[src/rtl/core/multi_stop_color_gradient_core_defines.svh]
// Assertion macros used by the interpolation RTL (mscg_lerp) of the gradient core.
`ifndef MULTI_STOP_COLOR_GRADIENT_CORE_DEFINES_SVH
`define MULTI_STOP_COLOR_GRADIENT_CORE_DEFINES_SVH

// Same-cycle implication, sampled on clk and disabled while arst_n is low.
`define MSCG_ASSERT_IMP(lbl, ante, cons) \
	lbl: assert property (@(posedge clk) disable iff (!arst_n) (ante) |-> (cons)) \
		else $error("assertion failed");

// Next-cycle implication, sampled on clk and disabled while arst_n is low.
`define MSCG_ASSERT_NXT(lbl, ante, cons) \
	lbl: assert property (@(posedge clk) disable iff (!arst_n) (ante) |=> (cons)) \
		else $error("assertion failed");

`endif

[src/rtl/core/mscg_pkg.sv]
// Shared constants and types of the gradient core.
package mscg_pkg;
	localparam int MaxStops = 6;
	localparam int PosW     = 16;
	localparam int ChanW    = 8;
	localparam int NumCh    = 4;
	localparam int ColW     = ChanW * NumCh;
	localparam int StopW    = PosW + ColW;
	localparam int CfgIdxW  = 3;
	localparam int CountW   = 3;
	localparam int ProdW    = PosW + ChanW;
	localparam int ValW     = ProdW + 2;
	localparam int RemW     = ValW + 1;
	localparam int DivSteps = ChanW;

	localparam logic [CfgIdxW-1:0] RegCount = 3'd0;
	localparam logic [CfgIdxW-1:0] RegStop0 = 3'd1;

	typedef struct packed {
		logic [ColW-1:0] ca;
		logic [ColW-1:0] cb;
		logic [PosW-1:0] num;
		logic [PosW-1:0] den;
	} lerp_req_t;
endpackage

[src/rtl/core/mscg_if.sv]
// Request channel interfaces for positions and colours.
interface mscg_pos_if import mscg_pkg::*; ();
	logic            valid;
	logic            ready;
	logic [PosW-1:0] position;
	modport source(output valid, output position, input ready);
	modport sink(input valid, input position, output ready);
endinterface


[src/rtl/core/mscg_select.sv]
// Stop registers and the two stages that pick the segment for a position.
module mscg_select import mscg_pkg::*; (
	input  logic               clk,
	input  logic               arst_n,
	input  logic               wr_en,
	input  logic [CfgIdxW-1:0] wr_index,
	input  logic [StopW-1:0]   wr_data,
	mscg_pos_if.sink           pos,
	output logic               req_valid,
	input  logic               req_ready,
	output lerp_req_t          req
);
	logic [CountW-1:0] count_q;
	logic [StopW-1:0]  stop_q [MaxStops];
	logic [PosW-1:0]   sp     [MaxStops];
	logic [ColW-1:0]   sc     [MaxStops];
	logic [CountW-1:0] n_c;

	logic                v_s1, v_s2;
	logic [PosW-1:0]     t_s1;
	logic [CountW-1:0]   n_s1;
	logic [MaxStops-1:0] eq_s1, gt_s1;
	lerp_req_t           req_s2;
	lerp_req_t           r_c;
	logic [PosW-1:0]     m_c;
	logic                done_c;
	logic                rdy_s1, rdy_s2;

	always_ff @(posedge clk or negedge arst_n) begin
		if (!arst_n) begin
			count_q <= '0;
			for (int i = 0; i < MaxStops; i++) stop_q[i] <= '0;
		end else if (wr_en) begin
			if (wr_index == RegCount) count_q <= wr_data[CountW-1:0];
			for (int i = 0; i < MaxStops; i++) begin
				if (wr_index == CfgIdxW'(int'(RegStop0) + i)) stop_q[i] <= wr_data;
			end
		end
	end

	always_comb begin
		for (int i = 0; i < MaxStops; i++) begin
			sp[i] = stop_q[i][StopW-1:ColW];
			sc[i] = stop_q[i][ColW-1:0];
		end
		n_c = (count_q > CountW'(MaxStops)) ? CountW'(MaxStops) : count_q;
	end

	assign rdy_s2    = !v_s2 || req_ready;
	assign rdy_s1    = !v_s1 || rdy_s2;
	assign pos.ready = rdy_s1;

	always_ff @(posedge clk or negedge arst_n) begin
		if (!arst_n) begin
			v_s1 <= 1'b0;
			v_s2 <= 1'b0;
		end else begin
			if (rdy_s1) v_s1 <= pos.valid;
			if (rdy_s2) v_s2 <= v_s1;
		end
	end

	always_ff @(posedge clk) begin
		if (rdy_s1 && pos.valid) begin
			t_s1 <= pos.position;
			n_s1 <= n_c;
			for (int i = 0; i < MaxStops; i++) begin
				eq_s1[i] <= sp[i] == pos.position;
				gt_s1[i] <= sp[i] > pos.position;
			end
		end
		if (rdy_s2 && v_s1) req_s2 <= r_c;
	end

	always_comb begin
		r_c.ca  = '0;
		r_c.cb  = '0;
		r_c.num = '0;
		r_c.den = PosW'(1);
		m_c     = (sp[1] > sp[0]) ? sp[1] : sp[0];
		done_c  = 1'b0;
		case (n_s1)
			3'd0: begin
			end
			3'd1: begin
				r_c.ca = sc[0];
			end
			3'd2: begin
				r_c.ca = sc[0];
				if (m_c != '0) begin
					r_c.cb  = sc[1];
					r_c.num = t_s1;
					r_c.den = m_c;
				end
			end
			default: begin
				for (int i = 0; i < MaxStops; i++) begin
					if (CountW'(i + 1) == n_s1) r_c.ca = sc[i];
				end
				for (int i = 0; i < MaxStops; i++) begin
					if (!done_c && (CountW'(i) < n_s1)) begin
						if (eq_s1[i]) begin
							r_c.ca = sc[i];
							done_c = 1'b1;
						end else if (gt_s1[i]) begin
							done_c = 1'b1;
							if (i == 0) begin
								r_c.ca = sc[0];
							end else begin
								r_c.ca  = sc[i-1];
								r_c.cb  = sc[i];
								r_c.num = t_s1 - sp[i-1];
								r_c.den = sp[i] - sp[i-1];
							end
						end
					end
				end
			end
		endcase
	end

	assign req_valid = v_s2;
	assign req       = req_s2;
endmodule

[src/flat_wrapper.sv]
// flat-port wrapper written by rule: the top's interface ports become plain ports
module mscg_select_flat import mscg_pkg::*;
  (clk, arst_n, wr_en, wr_index, wr_data, req_valid, req_ready, req, pos_valid, pos_position, pos_ready);
  mscg_pos_if pos_i ();
  input  logic clk;
  input  logic arst_n;
  input  logic wr_en;
  input  logic [CfgIdxW-1:0] wr_index;
  input  logic [StopW-1:0] wr_data;
  output logic req_valid;
  input  logic req_ready;
  output lerp_req_t req;
  input wire logic [$bits(pos_i.valid)-1:0] pos_valid;
  input wire logic [$bits(pos_i.position)-1:0] pos_position;
  output wire logic [$bits(pos_i.ready)-1:0] pos_ready;
  assign pos_i.valid = pos_valid;
  assign pos_i.position = pos_position;
  assign pos_ready = pos_i.ready;
  mscg_select u_core (.clk(clk), .arst_n(arst_n), .wr_en(wr_en), .wr_index(wr_index), .wr_data(wr_data), .pos(pos_i), .req_valid(req_valid), .req_ready(req_ready), .req(req));
endmodule
[config.mk]
export PLATFORM = sky130hd
export DESIGN_NAME = mscg_select_flat
export DESIGN_NICKNAME = d
export VERILOG_FILES = /design/src/rtl/core/multi_stop_color_gradient_core_defines.svh /design/src/rtl/core/mscg_pkg.sv /design/src/rtl/core/mscg_if.sv /design/src/rtl/core/mscg_select.sv /design/src/flat_wrapper.sv
export SDC_FILE = /design/constraint.sdc
export NUM_CORES = 1
export LEC_CHECK = 0
export ABC_AREA = 1
export ABC_CLOCK_PERIOD_IN_PS = 10500
export BUFFER_PORTS_ARGS = -buffer_cell sky130_fd_sc_hd__buf_2
export CORE_UTILIZATION = 40
export CTS_CLUSTER_SIZE = 12
export DETAILED_ROUTE_END_ITERATION = 10
export GPL_TIMING_DRIVEN = 1
export MAX_ROUTING_LAYER = met4
export PLACE_DENSITY = 0.57
export SLEW_MARGIN = 10
export SYNTH_ARGS = -nofsm -noshare
export SYNTH_HDL_FRONTEND = slang
export SYNTH_SLANG_ARGS = --single-unit
[constraint.sdc]
create_clock -name clk -period 10.5 [get_ports clk]
set_clock_uncertainty 0.05 [all_clocks]
set_input_delay 1.575 -clock clk [delete_from_list [all_inputs] [get_ports clk]]
set_output_delay 1.575 -clock clk [all_outputs]
set_load 0.02 [all_outputs]
==> key figures <==
Floorplanning
  – Initial Util: 40.7%
  – Chip Height: 292 µm
  – Row cnt: 105
  – Core area: 82600 µm²
  – Die span in x: 292 µm
  – Die area: 85200 µm²
  – # IOs: 170

Yosys
  – Synthesis warning total: 0
  – Syn nets: 5212
  – Syn Area/Cell: 6.88 µm²
  – Post-synth EDFFs: 127
  – FF+latch count, synth: 420
  – Top_reg_cell synth: dfrtp_1
  – Post-synthesis sequential area ratio: 33.2%
  – Count of cell types in the netlist: 54
  – Mapped Area: 33600 µm²
  – Cells after Synth: 4883
  – FFs w/ async S/R, synth: 69.8%

Clock network
  – Clk pin slew, worst setup/hold paths: 0.06 ns
  – Worst-Skew Late Latency: 0.63 ns
  – CTS Hold Bufs: 0
  – Post-CTS Resized: 0
  – CTS tree: yes
  – Clk root buf: clkbuf_16
  – Postcts setup bufs: 0
  – Htree depth: 2
  – CTS Buf Count: 53
  – CTS max path bufs: 3
  – Sink Count: 420

Setup path
  – Worst Reg-to-Reg Cells: 16
  – Critical R2R Launch: u_core.n_s1[2]
  – Reg-to-reg slack, setup: 4.99 ns
  – Worst setup EP type: register
  – Crit start category: register
  – Setup Crit Path Kind: reg -> reg
  – Worst Path Required: 10.84 ns
  – Crit path DAT: 5.84 ns
  – RR Endpoint: u_core.req[30]
  – Worst-path maximum fanout: 38

Min path
  – Hold Path Sink: u_core.count_q[0]
  – Min-Delay Path Class: reg -> reg
  – Hold path cells: 2
  – HP Start: u_core.count_q[0]

Cells and area
  – Final Non-Filler Cells: 6062
  – Reg area: 11100 µm²
  – P&R area growth vs syn: 10.5%
  – Layout cells sized above 1: 7.46%
  – # fillers: 8626
  – Final core utilization: 44.9%
  – Most common cell after layout, fill and taps aside: nand2_1
  – Footprint of the multi-input gates: 19700 µm²
  – Commonest cells after routing, fill and taps aside: 1568 x nand2_1, 585 x o21ai_0, 493 x inv_1, 314 x a21oi_1, 293 x dfrtp_1
  – Fin nets: 5275

Timing
  – Fmax: 182 MHz
  – RSZ-0062 raised after global routing: no
  – Slew HR: 16.7%
  – Worst-Margin Slew: 1.25 ns
  – Minimum clock period: 5.51 ns
  – Pins Over Slew Limit: 0
  – Fin crit share: 52.4%
  – Setup_tns: 0 ns
  – Fin. Hold Viols: 0
  – Setup violators final: 0

Detailed routing
  – Drt initial violations: 4542
  – WL final: 151 mm
  – Post-DRT Antenna Nets: 0
  – DR vias: 35.5k
  – DRC viols: 0
  – Initial DRT Pass Iterations: 7
  – Vias per inst: 5.85
  – Drt wl/cell: 24.9 µm

Placement
  – DP HPWL: 106 mm
  – Dpl cells: 5961
  – Buffers on Ports: 169
  – GPL Wtd Cong: 1.03

Power and ir drop
  – Logic gate share of total power: 43.1%
  – PD cells: 206 nW/µm²
  – Static leakage: 18.6 nW
  – Sw frac: 45.5%
  – Switching pwr: 3.47 mW
  – Clock network fraction of design power: 25.3%
  – VDD IR max: 0.121 mV
  – Power Internal: 4.16 mW
  – Reg power frac: 31.6%

Job
  – Max_cap viols: 0

Global routing
  – Global Route Usage Sum: 35.7%
  – Vias in the first global route: 32.6k
  – Grt total ovfl: 0
  – Largest net degree at the start of global routing: 152
  – Antenna violations before repair: 2
  – First-pass GRT wire length: 221 mm

Outcome
  – Outcome: complete, no violations
synth_stat cells (9+ instances only):
| cell | n | area (µm²) |
|---|---|---|
| o21ai_1 | 15 | 75.1 |
| nor2_1 | 276 | 1040 |
| nand4_1 | 77 | 482 |
| o21bai_1 | 12 | 90.1 |
| clkbuf_1 | 123 | 462 |
| edfxtp_1 | 127 | 3810 |
| buf_6 | 9 | 101 |
| o22ai_1 | 29 | 181 |
| nor3_1 | 30 | 150 |
| o211ai_2 | 17 | 213 |
| nand3_1 | 265 | 1330 |
| fa_1 | 10 | 200 |
| o21ai_0 | 585 | 2930 |
| a21oi_1 | 315 | 1580 |
| inv_2 | 16 | 60.1 |
| buf_2 | 52 | 260 |
| buf_4 | 10 | 75.1 |
| dfrtp_1 | 293 | 7330 |
| o211ai_1 | 23 | 173 |
| o21a_1 | 12 | 90.1 |
| xnor2_1 | 36 | 315 |
| xor2_1 | 43 | 377 |
| ha_1 | 247 | 3090 |
| a22oi_1 | 58 | 435 |
| o31ai_1 | 22 | 165 |
| buf_1 | 14 | 52.6 |
| nand3b_1 | 13 | 97.6 |
| nand2_1 | 1575 | 5910 |
| inv_1 | 495 | 1860 |
worst max-delay path: stages (launching register included):
cell      delay (ns)
edfxtp_1        0.55
nor2_4          0.43
nand2_1         0.09
nand2_1         0.07
buf_4           0.50
nand2_2         0.70
a21oi_4         0.45
nand4_2         0.35
inv_2           0.21
nand2_1         0.10
inv_2           0.63
buf_4           0.61
nand3b_1        0.16
nand2_1         0.10
nand2_1         0.05
nand2_1         0.08
nand2_1         0.06
state kept, by name, indices dropped and copies added, names as in the netlist:
register	count
u_core.count_q	3
u_core.eq_s1	6
u_core.sc	192
u_core.req_valid	1
u_core.gt_s1	6
u_core.v_s1	1
u_core.req	96
u_core.n_s1	3
u_core.sp	96
u_core.t_s1	16
worst max-delay path by stage:
stage | start | to | slack, ns
floorplan | req_ready | u_core.req[0] | 3.62
global placement | u_core.n_s1[2] | u_core.req[30] | 5.22
detailed placement | u_core.n_s1[2] | u_core.req[30] | 5.17
CTS | u_core.n_s1[2] | u_core.req[30] | 5.17
global route | u_core.n_s1[2] | u_core.req[29] | 4.90
finish | u_core.n_s1[2] | u_core.req[30] | 4.99
routing by layer:
metal	share of wire, %	global-route usage (%)	wire (µm)
met5	0	-	0
met4	3.4	11.3	5060
met3	11	6.58	16000
met2	41	50.1	61800
met1	45	51.5	67900
power groups by stage:
stage	sequential [mW]	combinational, mW	clock (mW)
finish	2.41	3.29	1.93
global route	2.44	3.60	2.01
CTS	2.39	3.18	1.95
detailed placement	2.42	3.17	0
global placement	2.42	3.17	0
floorplan	2.34	2.08	0
cell families (layout without fill, tap and decap cells):
group	count (synthesis)	count (layout)	synth area share [%]
AO/OA/AOI/OAI	1129	1129	18.6
AND/OR/NAND/NOR	2277	2277	27.8
adder cells (fa/ha/maj)	257	257	9.79
buffers and inverters	721	827	8.56
other	0	3	0
flip-flops	420	420	33.2
XOR/XNOR	79	79	2.06
area by class of cell:
type	count	share of cell area (%)
clock buffer	74	4.01
antenna	3	0.0202
clock inverter	24	0.826
tap	1070	3.61
multi-input combinational	3742	53.0
timing repair buffer	216	3.29
inverter	513	5.20
sequential	420	30.0
metrics by stage:
| step | total power [mW] | hold slack [ns] | instance area [µm²] | worst slack (ns) |
|---|---|---|---|---|
| 2_1_floorplan | 4.42 | 0.397 | 33600 | 3.62 |
| 5_1_grt | 8.05 | 0.463 | 37100 | 4.90 |
| 6_report | 7.63 | 0.453 | 37100 | 4.99 |
| 3_3_place_gp | 5.59 | 0.426 | 35300 | 5.22 |
| 4_1_cts | 7.53 | 0.449 | 37100 | 5.17 |
| 3_5_place_dp | 5.59 | 0.438 | 35300 | 5.17 |
No activity file was read; power rests on OpenSTA's default activity.
